File: src/rtl/csrela_pkg.sv
`default_nettype none
package csrela_pkg;

  localparam int DEF_MAX_ROWS     = 1024;
  localparam int DEF_MAX_COLUMNS  = 1024;
  localparam int DEF_MAX_NONZEROS = 4096;
  localparam int QUEUE_DEPTH      = 4;

  localparam logic [1:0] REQ_WR_PTR  = 2'd0;
  localparam logic [1:0] REQ_WR_SLOT = 2'd1;
  localparam logic [1:0] REQ_ADD     = 2'd2;
  localparam logic [1:0] REQ_READ    = 2'd3;

  localparam logic [1:0] ST_OK     = 2'd0;
  localparam logic [1:0] ST_ABSENT = 2'd1;
  localparam logic [1:0] ST_RANGE  = 2'd2;

  localparam logic [1:0] CFG_SYMMETRIC = 2'd0;
  localparam logic [1:0] CFG_ROWS      = 2'd1;
  localparam logic [1:0] CFG_COLUMNS   = 2'd2;

  localparam logic [10:0] ROWS_RESET    = 11'd1024;
  localparam logic [10:0] COLUMNS_RESET = 11'd1024;

  typedef struct packed {
    logic [1:0]         req_type;
    logic               reject;
    logic [10:0]        row;
    logic [9:0]         column;
    logic [12:0]        slot;
    logic signed [63:0] value;
  } entry_t;

  typedef struct packed {
    logic               found;
    logic [11:0]        slot_index;
    logic signed [63:0] read_value;
    logic [1:0]         status;
  } result_t;

  function automatic logic [63:0] sat_add(input logic [63:0] a, input logic [63:0] b);
    logic [63:0] s;
    s = a + b;
    if ((a[63] == b[63]) && (s[63] != a[63])) begin
      sat_add = a[63] ? 64'h8000_0000_0000_0000 : 64'h7FFF_FFFF_FFFF_FFFF;
    end else begin
      sat_add = s;
    end
  endfunction

endpackage
`default_nettype wire

File: src/rtl/csrela_fifo.sv
`default_nettype none
module csrela_fifo
  import csrela_pkg::*;
#(
  parameter int DEPTH = QUEUE_DEPTH
) (
  input  wire logic   clk,
  input  wire logic   rst,
  input  wire logic   push,
  input  wire entry_t din,
  output logic        full,
  input  wire logic   pop,
  output entry_t      dout,
  output logic        empty
);

  localparam int PW = (DEPTH > 1) ? $clog2(DEPTH) : 1;
  localparam int CW = $clog2(DEPTH + 1);

  entry_t         slots [DEPTH];
  logic [PW-1:0]  wr_ptr;
  logic [PW-1:0]  rd_ptr;
  logic [CW-1:0]  count;
  logic           do_push;
  logic           do_pop;

  assign full    = (count == CW'(DEPTH));
  assign empty   = (count == '0);
  assign do_push = push && !full;
  assign do_pop  = pop && !empty;
  assign dout    = slots[rd_ptr];

  always_ff @(posedge clk) begin
    if (do_push) begin
      slots[wr_ptr] <= din;
    end
  end

  always_ff @(posedge clk) begin
    if (rst) begin
      wr_ptr <= '0;
      rd_ptr <= '0;
      count  <= '0;
    end else begin
      if (do_push) begin
        wr_ptr <= (wr_ptr == PW'(DEPTH - 1)) ? '0 : wr_ptr + 1'b1;
      end
      if (do_pop) begin
        rd_ptr <= (rd_ptr == PW'(DEPTH - 1)) ? '0 : rd_ptr + 1'b1;
      end
      if (do_push && !do_pop) begin
        count <= count + 1'b1;
      end else if (do_pop && !do_push) begin
        count <= count - 1'b1;
      end
    end
  end

endmodule
`default_nettype wire

File: config.mk
export PLATFORM = sky130hd
export DESIGN_NAME = csrela_fifo
export DESIGN_NICKNAME = d
export VERILOG_FILES = /design/src/rtl/csrela_pkg.sv /design/src/rtl/csrela_fifo.sv
export SDC_FILE = /design/constraint.sdc
export NUM_CORES = 1
export LEC_CHECK = 0
export BUFFER_PORTS_ARGS = -buffer_cell sky130_fd_sc_hd__buf_4
export CORE_AREA = 2 2 187 189
export DETAILED_ROUTE_END_ITERATION = 6
export DIE_AREA = 0 0 189 191
export PLACE_DENSITY = 0.61
export SLEW_MARGIN = 25
export SYNTH_ARGS = -nofsm -noshare
export SYNTH_HDL_FRONTEND = slang
export SYNTH_SLANG_ARGS = --single-unit
File: constraint.sdc
create_clock -name clk -period 9.1 [get_ports clk]
set_input_delay 0.455 -clock clk [delete_from_list [all_inputs] [get_ports clk]]
set_output_delay 0.455 -clock clk [all_outputs]
set_load 0.02 [all_outputs]
---- Yosys cells after proc, flatten, opt, wreduce, memory -nomap -nowiden ----
Memory sizes are Yosys's and may differ from the RTL's. A register that Yosys moved wholly into a read port is not among the register bits.
Cells that the tools add are included.
operators by class
  add/subtract/negate cells ............... 4
  equal/unequal tests ..................... 3
  muxes and demuxes ....................... 8
  reduce and logical (&&, ||, !) cells .... 10
operator list
  cell                 number
  $mux 2               4
  $mux 3               2
  $add 2x1->2 const B  2
  $eq 2x2->1 const B   2
  $logic_and 1x1->1    4
  $logic_not 1->1      4
  $add 3x1->3 const B  1
  $eq 3x3->1 const B   1
  $logic_not 3->1      1
  $sub 3x1->3 const B  1
  $mux 1               2
  $reduce_bool 2->1    1
storage, ports and cells
  register bits ........................... 7
  memory bits (writable) .................. 404
  bits of input ports ..................... 105
  output and inout port bits .............. 103
  word-level logic and storage cells ...... 29
  memories kept ........................... 1
memory list
  name   words  width  rd ports  clocked after Yosys merged registers in  wr ports  RTL line           source
  slots  4      101    1         1                                        1         csrela_fifo.sv:20  entry_t slots [DEPTH];

---- Longest topological paths before layout ----
  word-level depth ........................ 7
  depth in mapped cells ................... 10
  mapped depth without buffers ............ 9

---- Worst setup path before layout ----
No wires, ideal clock.
  path type ............................... reg-to-reg
  start point ............................. reg count[0]
  end point ............................... mem slots[0][0] (netlist name), enable pin
  arrival ................................. 3.065 ns
  data required time ...................... 8.628 ns
  slack ................................... 5.563 ns
  stages on the path, launching flop included .. 4
  buffers on the path ..................... 1
  cell sequence ........................... dfxtp_1 -> or3b_1 -> buf_6 -> and3_1
between the ends
  longest elaborated chain between the ends .. 5
ends and longest elaborated chain
  element                       RTL line           source
  from (decl)                   csrela_fifo.sv:23  logic [CW-1:0] count;
  from (signal assigned)        csrela_fifo.sv:52  count <= count + 1'b1;
  from (signal assigned)        csrela_fifo.sv:54  count <= count - 1'b1;
  $eq 3x3->1                    csrela_fifo.sv:27  assign full = (count == CW'(DEPTH));
  $logic_not 1->1               csrela_fifo.sv:29  assign do_push = push && !full;
  $logic_and 1x1->1             csrela_fifo.sv:29
  $mux 1                        csrela_fifo.sv:34  if (do_push) begin
  $mux 1 (implied by the code)  csrela_fifo.sv:35  slots[wr_ptr] <= din;
  to (decl)                     csrela_fifo.sv:20
Every way passes these cells.

==> impl_metrics.yaml <==
timing:
  hold_violations: 0
  fin_crit_ns: 3.26
  grt_setup_unrepaired: "false"
  period_share: 0.359
  fin_setup_tns_ns: 0
  whs_ns: 0.134
  max_freq_mhz: 307
  skew_ns: 0.00973
  finalMaxSlewViolations: 0
  setup_viol: 0
  worst_pin_slew_ns: 0.993
  slew_headroom: 0.338
  fin_ws_ns: 5.84
setup_path:
  r2r-start: "count[0]$_SDFFE_PP0P_"
  critPathMaxStageDelay_ns: 0.81
  crit_family: "buffers and inverters"
  worstPathCellList: "buf_4 > mux4_2 > buf_4"
  startpoint_type: "register"
  slowest_stage: "dfxtp_4"
  cpMostUsedCell: "buf_4"
  cp_num_cells: 3
  critPathRequiredTime_ns: 8.65
  cp.buffers_inverters: 2
  path_class: "reg2out"
  critPathMaxFanout: 56
  r2r_cells: 3
  worstSetupEndpointType: "output pin"
  arrival_ns: 2.81
clocking:
  clk_pin_slew_worst_paths_ns: 0.06
  cts.sinks: 413
  numCtsBuffers: 42
  clkLatencyLatePin_ns: 0.51
  root_buffer: "clkbuf_16"
  cts_resized: 0
  clk_path_buf_depth: 3
  tritoncts: "built"
  h-tree-depth: 2
  ctsHoldBuffers: 0
  postCtsSetupBuffers: 0
synthesis:
  postSynthNetCount: 689
  synth_area_sq_um: 15100
  synth_warnings: 0
  ys_types: 26
  syn_inst: 577
  async_flop_share: 0
  synth.yosys.seq_area_share: 0.817
  synth_ff_type: "edfxtp_1"
  synth_edf_count: 404
  synth_seq_cells: 413
  avgSynthCellArea_sq_um: 26.1
pwr:
  comb_power_share: 0.237
  leakage_nw: 6.10
  intPower_mw: 3.80
  switching_share: 0.267
  power.density_nw_per_um2: 282
  p_seq_frac: 0.459
  peakVddDrop_mv: 0.172
  switchingPower_mw: 1.39
  p_clk_frac: 0.303
status:
  status: "finished clean"
detailed_routing:
  drt_wl_total_mm: 28.6
  num_vias: 6659
  drc_errors: 0
  avgRoutedWirePerCell_um: 22.0
  drtIter0Drc: 403
  ant_nets: 0
  via_per_inst: 5.13
  dr.pass1.iters: 4
die:
  dieArea_sq_um: 36100
  fp.dieW_um: 189
  rows: 68
  core_sq_um: 34100
  die_h_um: 191
  io_pins: 208
  start_util: 0.442
global_routing:
  grt_overflow: 0
  grt_pass1_vias: 7437
  grt_pass1_wl_mm: 43.3
  grt_max_degree: 63
  antenna_found_initial: 2
  globalRouteTotalUtil: 0.159
layout:
  drive_above_1_share: 0.448
  fillerInstances: 2601
  syn2layout_area_growth_pct: 21.8
  final_nets: 923
placement:
  place_ws_ns: 6.23
  port_buffers: 207
  dp_hpwl_mm: 16.9
  place_congestion: 0.711
hold_path:
  hold_start: "din[20]"
  holdCritPathClass: "in2reg"
  worstHoldPathCells: 1
run:
  drv_cap: 0
## power groups by stage
| stage | sequential, mW | clock [mW] | combinational [mW] |
|---|---|---|---|
| after floorplan | 2.39 | 0 | 0.816 |
| after global placement | 2.41 | 0 | 1.25 |
| after detailed placement | 2.42 | 0 | 1.26 |
| after CTS | 2.38 | 1.62 | 1.27 |
| after global routing | 2.40 | 1.69 | 1.32 |
| final | 2.38 | 1.57 | 1.23 |
## cells in the final DEF (no fill, tap or decap), types with 2 or more instances in the layout
cell type and count:
mux2i_1 2, nor2_1 3, diode_2 2, or3_1 2, ha_1 6, buf_4 213, edfxtp_1 404, clkbuf_1 15
dfxtp_4 2, xor2_1 2, clkinv_2 4, inv_1 3, a21oi_1 3, mux4_2 101, clkinv_1 9, nand3_1 2
o31ai_2 2, clkbuf_16 43, and3_4 4, bufinv_16 2, nor3_1 2, dfxtp_1 7
## synthesized netlist by cell type, types with 3 or more instances
library cell | count | area share
dfxtp_1 | 9 | 0.012
clkbuf_1 | 3 | 0.00075
and3_1 | 4 | 0.0017
inv_1 | 3 | 0.00075
edfxtp_1 | 404 | 0.80
nor2_1 | 3 | 0.00075
a21oi_1 | 3 | 0.0010
buf_2 | 10 | 0.0033
buf_6 | 10 | 0.0075
mux4_2 | 101 | 0.15
ha_1 | 6 | 0.0050
## layout make-up
cell class / count / area, sq um / area share
sequential: 413 / 12300 / 0.671
inverter: 5 / 37.5 / 0.00204
timing repair buffer: 214 / 1610 / 0.0877
clock buffer: 58 / 1130 / 0.0616
multi-input combinational: 135 / 2560 / 0.140
clock inverter: 17 / 130 / 0.00708
antenna: 2 / 5.00 / 0.000272
tap: 455 / 569 / 0.0310
## state kept, by name, indices dropped and copies added, names as in the netlist, named ones only
name,count
rd_ptr,2
slots,404
wr_ptr,2
count,3
## kinds of logic after synthesis
group | count (synthesis) | synth area share
buffers and inverters | 29 | 0.0145
multiplexers | 103 | 0.152
adder cells (fa/ha/maj) | 7 | 0.00631
flip-flops | 413 | 0.817
XOR/XNOR | 2 | 0.00116
AND/OR/NAND/NOR | 16 | 0.00581
AO/OA/AOI/OAI | 7 | 0.00332
## routing by layer
metal,track usage,up-vias,part of all wire
li1,-,2963,-
met4,0.0409,0,0.016
met5,0,-,0
met2,0.282,157,0.53
met3,0.0442,34,0.059
met1,0.193,3505,0.40
## final timing paths
check | endpoint | slack [ns]
worst max-delay path | dout[83] | 5.84
worst min-delay path | slots[2][20]$_DFFE_PP_ | 0.13
worst max register to register | slots[3][92]$_DFFE_PP_ | 6.29
worst min register to register | register | 0.50
## stage by stage
| step | area [sq um] | instances | utilization | power [mW] |
|---|---|---|---|---|
| finish | 18400 | 1299 | 0.538 | 5.18 |
| global route | 18400 | 1297 | 0.538 | 5.41 |
| CTS | 18400 | 1297 | 0.538 | 5.27 |
| detailed placement | 17100 | 1222 | 0.501 | 3.69 |
| global placement | 17100 | 1222 | 0.501 | 3.66 |
| floorplan | 15100 | 577 | - | 3.20 |
## worst reg2reg max path, cell delays in order, from the launching register on
cell,delay (ns)
dfxtp_1,0.45
or3b_1,0.34
and3_4,0.67
buf_4,0.90
No activity file was read; power rests on OpenSTA's default activity.
