$ cat src/rtl/csrela_pkg.sv
`default_nettype none
package csrela_pkg;

  localparam int DEF_MAX_ROWS     = 1024;
  localparam int DEF_MAX_COLUMNS  = 1024;
  localparam int DEF_MAX_NONZEROS = 4096;
  localparam int QUEUE_DEPTH      = 4;

  localparam logic [1:0] REQ_WR_PTR  = 2'd0;
  localparam logic [1:0] REQ_WR_SLOT = 2'd1;
  localparam logic [1:0] REQ_ADD     = 2'd2;
  localparam logic [1:0] REQ_READ    = 2'd3;

  localparam logic [1:0] ST_OK     = 2'd0;
  localparam logic [1:0] ST_ABSENT = 2'd1;
  localparam logic [1:0] ST_RANGE  = 2'd2;

  localparam logic [1:0] CFG_SYMMETRIC = 2'd0;
  localparam logic [1:0] CFG_ROWS      = 2'd1;
  localparam logic [1:0] CFG_COLUMNS   = 2'd2;

  localparam logic [10:0] ROWS_RESET    = 11'd1024;
  localparam logic [10:0] COLUMNS_RESET = 11'd1024;

  typedef struct packed {
    logic [1:0]         req_type;
    logic               reject;
    logic [10:0]        row;
    logic [9:0]         column;
    logic [12:0]        slot;
    logic signed [63:0] value;
  } entry_t;

  typedef struct packed {
    logic               found;
    logic [11:0]        slot_index;
    logic signed [63:0] read_value;
    logic [1:0]         status;
  } result_t;

  function automatic logic [63:0] sat_add(input logic [63:0] a, input logic [63:0] b);
    logic [63:0] s;
    s = a + b;
    if ((a[63] == b[63]) && (s[63] != a[63])) begin
      sat_add = a[63] ? 64'h8000_0000_0000_0000 : 64'h7FFF_FFFF_FFFF_FFFF;
    end else begin
      sat_add = s;
    end
  endfunction

endpackage
`default_nettype wire

$ cat src/rtl/csrela_front.sv
`default_nettype none
module csrela_front
  import csrela_pkg::*;
#(
  parameter int MAX_ROWS     = DEF_MAX_ROWS,
  parameter int MAX_COLUMNS  = DEF_MAX_COLUMNS,
  parameter int MAX_NONZEROS = DEF_MAX_NONZEROS
) (
  input  wire logic               clk,
  input  wire logic               rst,
  input  wire logic               cfg_valid,
  output logic                    cfg_ready,
  input  wire logic [1:0]         cfg_index,
  input  wire logic [10:0]        cfg_data,
  input  wire logic [1:0]         req_type,
  input  wire logic [10:0]        row,
  input  wire logic [9:0]         column,
  input  wire logic [12:0]        slot,
  input  wire logic signed [63:0] value,
  output entry_t                  entry
);

  logic        symmetric_mode;
  logic [10:0] rows_in_use;
  logic [10:0] columns_in_use;

  logic        swap;
  logic [10:0] eff_row;
  logic [10:0] eff_col;
  logic [31:0] rbound;
  logic [31:0] cbound;

  assign cfg_ready = 1'b1;

  always_ff @(posedge clk) begin
    if (rst) begin
      symmetric_mode <= 1'b0;
      rows_in_use    <= ROWS_RESET;
      columns_in_use <= COLUMNS_RESET;
    end else if (cfg_valid) begin
      case (cfg_index)
        CFG_SYMMETRIC: symmetric_mode <= cfg_data[0];
        CFG_ROWS:      rows_in_use    <= cfg_data;
        CFG_COLUMNS:   columns_in_use <= cfg_data;
        default: ;
      endcase
    end
  end

  // lookups in symmetric mode go to the upper triangle
  assign swap    = symmetric_mode && (row > {1'b0, column});
  assign eff_row = swap ? {1'b0, column} : row;
  assign eff_col = swap ? row : {1'b0, column};
  assign rbound  = (32'(rows_in_use) < 32'(MAX_ROWS)) ? 32'(rows_in_use) : 32'(MAX_ROWS);
  assign cbound  = (32'(columns_in_use) < 32'(MAX_COLUMNS)) ?
                   32'(columns_in_use) : 32'(MAX_COLUMNS);

  always_comb begin
    entry.req_type = req_type;
    entry.row      = row;
    entry.column   = column;
    entry.slot     = slot;
    entry.value    = value;
    entry.reject   = 1'b0;
    case (req_type)
      REQ_WR_PTR: begin
        entry.reject = (32'(row) > 32'(MAX_ROWS)) || (32'(slot) > 32'(MAX_NONZEROS));
      end
      REQ_WR_SLOT: begin
        entry.reject = (32'(slot) >= 32'(MAX_NONZEROS));
      end
      default: begin
        entry.row    = eff_row;
        entry.column = eff_col[9:0];
        entry.reject = (32'(eff_row) >= rbound) || (32'(eff_col) >= cbound);
      end
    endcase
  end

endmodule
`default_nettype wire

$ cat config.mk
export PLATFORM = sky130hd
export DESIGN_NAME = csrela_front
export DESIGN_NICKNAME = d
export VERILOG_FILES = /design/src/rtl/csrela_pkg.sv /design/src/rtl/csrela_front.sv
export SDC_FILE = /design/constraint.sdc
export NUM_CORES = 1
export LEC_CHECK = 0
export BUFFER_PORTS_ARGS = -buffer_cell sky130_fd_sc_hd__buf_2
export CAP_MARGIN = 10
export CORE_ASPECT_RATIO = 0.6
export CORE_MARGIN = 2
export CORE_UTILIZATION = 44
export DETAILED_ROUTE_END_ITERATION = 10
export GPL_ROUTABILITY_DRIVEN = 0
export PLACE_DENSITY = 0.87
export SLEW_MARGIN = 15
export SYNTH_ARGS = -nofsm -noshare
export SYNTH_HDL_FRONTEND = slang
export SYNTH_SLANG_ARGS = --single-unit
$ cat constraint.sdc
create_clock -name clk -period 7.84 [get_ports clk]
set_input_delay 1.568 -clock clk [delete_from_list [all_inputs] [get_ports clk]]
set_output_delay 1.568 -clock clk [all_outputs]
set_load 0.01 [all_outputs]
# Yosys cells after proc, flatten, opt, wreduce, memory -nomap -nowiden
# Index checks and enable logic that the tools add are counted.
# word_totals
register_bits	23
in_bits	116
output_inout_bits	102
elab_cells	29
# classes
order_cmp	8
n_eq_ne	3
n_mux	6
n_reduce_logical	9
# op_table
operator	count
$mux 11	4
$ge 11x11->1	2
$lt 11x11->1 const B	2
$mux 21	1
$ge 13x13->1 const B	1
$gt 13x13->1 const B	1
$gt 11x10->1	1
$gt 11x11->1 const B	1
$reduce_and 2->1	3
$eq 2x1->1 const B	2
$logic_not 2->1	2
$eq 2x2->1 const B	1
$logic_or 1x1->1	2
$pmux 1 s2	1
$reduce_or 2->1	1
$logic_and 1x1->1	1

# Longest topological paths before layout
# depth
depth_word	6
ltp_mapped	14
mapped_depth_nobuf	13

# Worst setup path after synthesis
# OpenSTA, ideal clock, no wires.
# synth_path
path_kind	input-to-output
start	in column[8]
end	out entry[98] (netlist name)
arrival_ns	4.399
slack_ns	1.873
path_stages	13
path_buffers	1
path_cell_list	inv_1 -> ha_1 -> a21o_1 -> a2111oi_4 -> o221ai_2 -> nand3_2 -> buf_6 -> mux2_2 -> ha_1 -> and3_1 -> a211oi_1 -> a31oi_1 -> o41a_1
# synth_rtl
item	line_no	source
start, declared	csrela_front.sv:17	input wire logic [9:0] column,
end, declared	csrela_front.sv:20	output entry_t entry

==> metrics.txt <==
# TYPE chip_impl_metric gauge
chip_impl_metric{name="gr-total-overflow",unit=""} 0
chip_impl_info{name="timing.critical_path.cells",value="buf_2 > inv_1 > ha_1 > a21o_1 > a2111oi_4 > o221ai_2 > nand3_2 > mux2_2 > ha_1 > and3_1 > a211oi_1 > a31oi_1 > o41a_1 > buf_2"} 1
chip_impl_metric{name="globalRouteTotalUtil",unit="%"} 18.2
chip_impl_metric{name="synthToLayoutAreaGrowth",unit="%"} -2.77
chip_impl_metric{name="placed_cell_area",unit="um2"} 2720
chip_impl_info{name="tritoncts_clock_tree",value="built"} 1
chip_impl_metric{name="synth_seq_area_share",unit="%"} 16.2
chip_impl_metric{name="die_w",unit="um"} 108
chip_impl_info{name="post_synth_most_frequent_cells",value="sky130_fd_sc_hd__buf_4 (80), sky130_fd_sc_hd__nand2_1 (44), sky130_fd_sc_hd__mux2_2 (35), sky130_fd_sc_hd__ha_1 (32), sky130_fd_sc_hd__dfxtp_1 (23)"} 1
chip_impl_metric{name="seq_cells_post_synth",unit=""} 23
chip_impl_metric{name="cpPeakStageDelay",unit="ps"} 420
chip_impl_metric{name="dpl.hpwl",unit="um"} 5650
chip_impl_metric{name="via_per_inst",unit=""} 5.36
chip_impl_metric{name="io_buffer_count",unit=""} 88
chip_impl_info{name="post-synth-top-area-cell",value="sky130_fd_sc_hd__buf_4"} 1
chip_impl_metric{name="instances_no_fill",unit=""} 424
chip_impl_metric{name="final.setup_skew",unit="ps"} 0
chip_impl_metric{name="hold_buffers",unit=""} 0
chip_impl_metric{name="worst_pin_slew",unit="ps"} 761
chip_impl_metric{name="final_core_util",unit="%"} 44.8
chip_impl_metric{name="initial_antenna_violation_count",unit=""} 0
chip_impl_info{name="critPathTopFamily",value="compound AO/OA/AOI/OAI gates"} 1
chip_impl_metric{name="timing.critical_path.arrival",unit="ps"} 5010
chip_impl_metric{name="num_io_pins",unit=""} 218
chip_impl_metric{name="max_root_sink_buffers",unit=""} 2
chip_impl_info{name="r2r_end",value="columns_in_use[10]"} 1
chip_impl_metric{name="highest_clock_rate",unit="GHz"} 0.152
chip_impl_metric{name="yosysTopAreaCellShare",unit="%"} 21.1
chip_impl_info{name="hold_path_class",value="flop to flop"} 1
chip_impl_info{name="ctsRootBufferMaster",value="sky130_fd_sc_hd__clkbuf_8"} 1
chip_impl_metric{name="worst_hold_path_cells",unit=""} 2
chip_impl_metric{name="ctsResizeCount",unit=""} 0
chip_impl_metric{name="syn_area",unit="um2"} 2840
chip_impl_metric{name="synth_edf_count",unit=""} 0
chip_impl_metric{name="clk_latency_worst_skew_pair",unit="ps"} 260
chip_impl_metric{name="timing.final.setup_violations",unit=""} 0
chip_impl_metric{name="timing.critical_path.buf_inv",unit=""} 3
chip_impl_metric{name="critPathMaxFanout",unit=""} 20
chip_impl_info{name="synth_top_flop_cell",value="sky130_fd_sc_hd__dfxtp_1"} 1
chip_impl_metric{name="remaining_drc_errors",unit=""} 0
chip_impl_metric{name="cellLeakagePower",unit="nW"} 1.33
chip_impl_info{name="timing_worst_setup_path_type",value="primary input to output port"} 1
chip_impl_metric{name="preCtsSetupSlack",unit="ps"} 1310
chip_impl_metric{name="initial_utilization",unit="%"} 46.1
chip_impl_metric{name="max_transition_viols_final",unit=""} 0
chip_impl_info{name="launch_point_of_the_worst_reg_to_reg_path",value="columns_in_use[10]"} 1
chip_impl_metric{name="fin_crit_sh",unit="%"} 83.9
chip_impl_metric{name="post_cts_buffers",unit=""} 0
chip_impl_metric{name="async_reset_ff_share",unit="%"} 0
chip_impl_info{name="cp_slowest_cell",value="sky130_fd_sc_hd__o41a_1"} 1
chip_impl_metric{name="die_height",unit="um"} 66.3
chip_impl_metric{name="timing.max_cap.violations",unit=""} 0
chip_impl_metric{name="route.detailed.wl_per_inst",unit="um"} 15.8
chip_impl_metric{name="max_slew_margin",unit="%"} 49.0
chip_impl_metric{name="total_number_of_clock_tree_sinks",unit=""} 23
chip_impl_metric{name="drt_first_iter_violations",unit=""} 126
chip_impl_info{name="hold_path.startpoint",value="rows_in_use[0]"} 1
chip_impl_metric{name="floorplan.die_area",unit="um2"} 7140
chip_impl_metric{name="power_per_cell_area",unit="nW/um2"} 108
chip_impl_info{name="rsz0062_at_grt",value="no"} 1
chip_impl_metric{name="synth_fp_nets",unit=""} 486
chip_impl_metric{name="worst_setup_hold_path_clk_slew",unit="ps"} 80
chip_impl_metric{name="vias",unit=""} 2273
chip_impl_metric{name="tns",unit="ps"} 0
chip_impl_metric{name="holdWs",unit="ps"} 460
chip_impl_metric{name="period_minus_slack",unit="ps"} 6580
chip_impl_metric{name="firstDrtPassIters",unit=""} 4
chip_impl_metric{name="synth.avg_cell_area",unit="um2"} 8.41
chip_impl_metric{name="antennaDiodeCount",unit=""} 0
chip_impl_metric{name="final_instance_area",unit="um2"} 2760
chip_impl_metric{name="distinct_cells_synth",unit=""} 42
chip_impl_metric{name="post_synth_inst_count",unit=""} 338
chip_impl_metric{name="final_net_count",unit=""} 489
chip_impl_metric{name="dpl.cell_count",unit=""} 420
chip_impl_metric{name="ctsHtreeMaxLevel",unit=""} 1
chip_impl_info{name="worstSetupEndpointType",value="output port"} 1
chip_impl_metric{name="setup_ws",unit="ps"} 1260
chip_impl_info{name="start_kind",value="primary input"} 1
chip_impl_metric{name="total_power",unit="mW"} 0.299
chip_impl_metric{name="timing.reg2reg.worst_path_depth",unit=""} 4
chip_impl_metric{name="post_route_cells_drive_above_1_share",unit="%"} 39.4
chip_impl_metric{name="cts_inserted_buffers",unit=""} 3
chip_impl_metric{name="row_count",unit=""} 22
chip_impl_metric{name="via_count_of_the_first_global_routing_pass",unit=""} 2077
chip_impl_info{name="synth_most_common_cell",value="sky130_fd_sc_hd__buf_4"} 1
chip_impl_info{name="worst_hold_path_ep",value="rows_in_use[0]"} 1
chip_impl_info{name="synth.area.top_cells",value="sky130_fd_sc_hd__buf_4 (21%), sky130_fd_sc_hd__dfxtp_1 (16%), sky130_fd_sc_hd__ha_1 (14%)"} 1
chip_impl_metric{name="floorplan.core_area",unit="um2"} 6170
chip_impl_metric{name="hold_violations",unit=""} 0
chip_impl_metric{name="route.antenna.remaining_nets",unit=""} 0
chip_impl_info{name="result_of_the_run",value="complete, no violations"} 1
chip_impl_metric{name="number_of_synthesis_warnings",unit=""} 0
chip_impl_metric{name="wire_length_of_the_first_global_routing_pass",unit="um"} 10200
chip_impl_metric{name="grt_start_max_net_pins",unit=""} 24
chip_impl_metric{name="worst-r2r-setup-slack",unit="ps"} 6900
chip_impl_metric{name="routed_wl",unit="um"} 6720
chip_impl_metric{name="max-vdd-ir-drop",unit="mV"} 0.0595
chip_impl_metric{name="cp_data_required_time",unit="ps"} 6270
[layer usage]
metal,global-route usage [%],vias to the layer above,wire length [um]
met4,3.04,0,6
met3,7.59,4,736
met5,0,-,0
met1,25.6,1063,3250
met2,26.1,111,2720
li1,-,1095,-
[how the worst max path moves through the flow]
stage	end	depth (start not counted)	from
global route	entry[98]	14	column[8]
global placement	entry[98]	13	row[8]
floorplan	entry[98]	13	column[8]
finish	entry[98]	14	column[8]
detailed placement	entry[98]	14	column[8]
CTS	entry[98]	14	column[8]
[cells in the final DEF, fill, tap and decap left out, types with 4 or more instances in the layout]
cell / count
sky130_fd_sc_hd__a21oi_1: 15
sky130_fd_sc_hd__nor2_1: 17
sky130_fd_sc_hd__nor4_1: 5
sky130_fd_sc_hd__nand4_1: 4
sky130_fd_sc_hd__inv_1: 13
sky130_fd_sc_hd__nand2_1: 44
sky130_fd_sc_hd__mux2i_1: 13
sky130_fd_sc_hd__dfxtp_1: 23
sky130_fd_sc_hd__mux2_2: 35
sky130_fd_sc_hd__buf_2: 88
sky130_fd_sc_hd__a21o_1: 5
sky130_fd_sc_hd__ha_1: 32
[logic make-up (layout without fill, tap and decap cells)]
| family | after synthesis | count (layout) | synth area share [%] |
|---|---|---|---|
| buffers and inverters | 104 | 106 | 25.4 |
| and+or+nand+nor | 91 | 91 | 15.1 |
| muxes | 51 | 51 | 19.8 |
| AOI/OAI and AO/OA | 36 | 36 | 9.33 |
| adders and majority gates | 32 | 32 | 14.1 |
| DFF | 23 | 23 | 16.2 |
| other | 1 | 1 | 0.132 |
[layout make-up]
| class | instances | area [um2] |
|---|---|---|
| sequential | 23 | 460 |
| fill | 601 | 3400 |
| timing repair buffer | 88 | 440 |
| tap | 84 | 105 |
| inverter | 14 | 52.6 |
| multi-input combinational | 211 | 1660 |
| clock buffer | 4 | 45.0 |
[power breakdown]
group	internal (mW)	total, mW	leakage, nW	switching, mW
registers	0.121	0.123	0.187	0.00244
clock network	0.0362	0.0721	0.0228	0.0359
logic	0.0477	0.103	1.12	0.0556
[worst min-delay path, stage by stage, from the launching register on]
cell	delay [ps]
sky130_fd_sc_hd__dfxtp_1	310
sky130_fd_sc_hd__nand2_1	50
sky130_fd_sc_hd__a21oi_1	50
[flip-flops by register name, summed over array words and instances, names as in the netlist]
register        flops
columns_in_use     11
rows_in_use        11
symmetric_mode      1
Note: power is estimated with default switching activity, not from simulation.
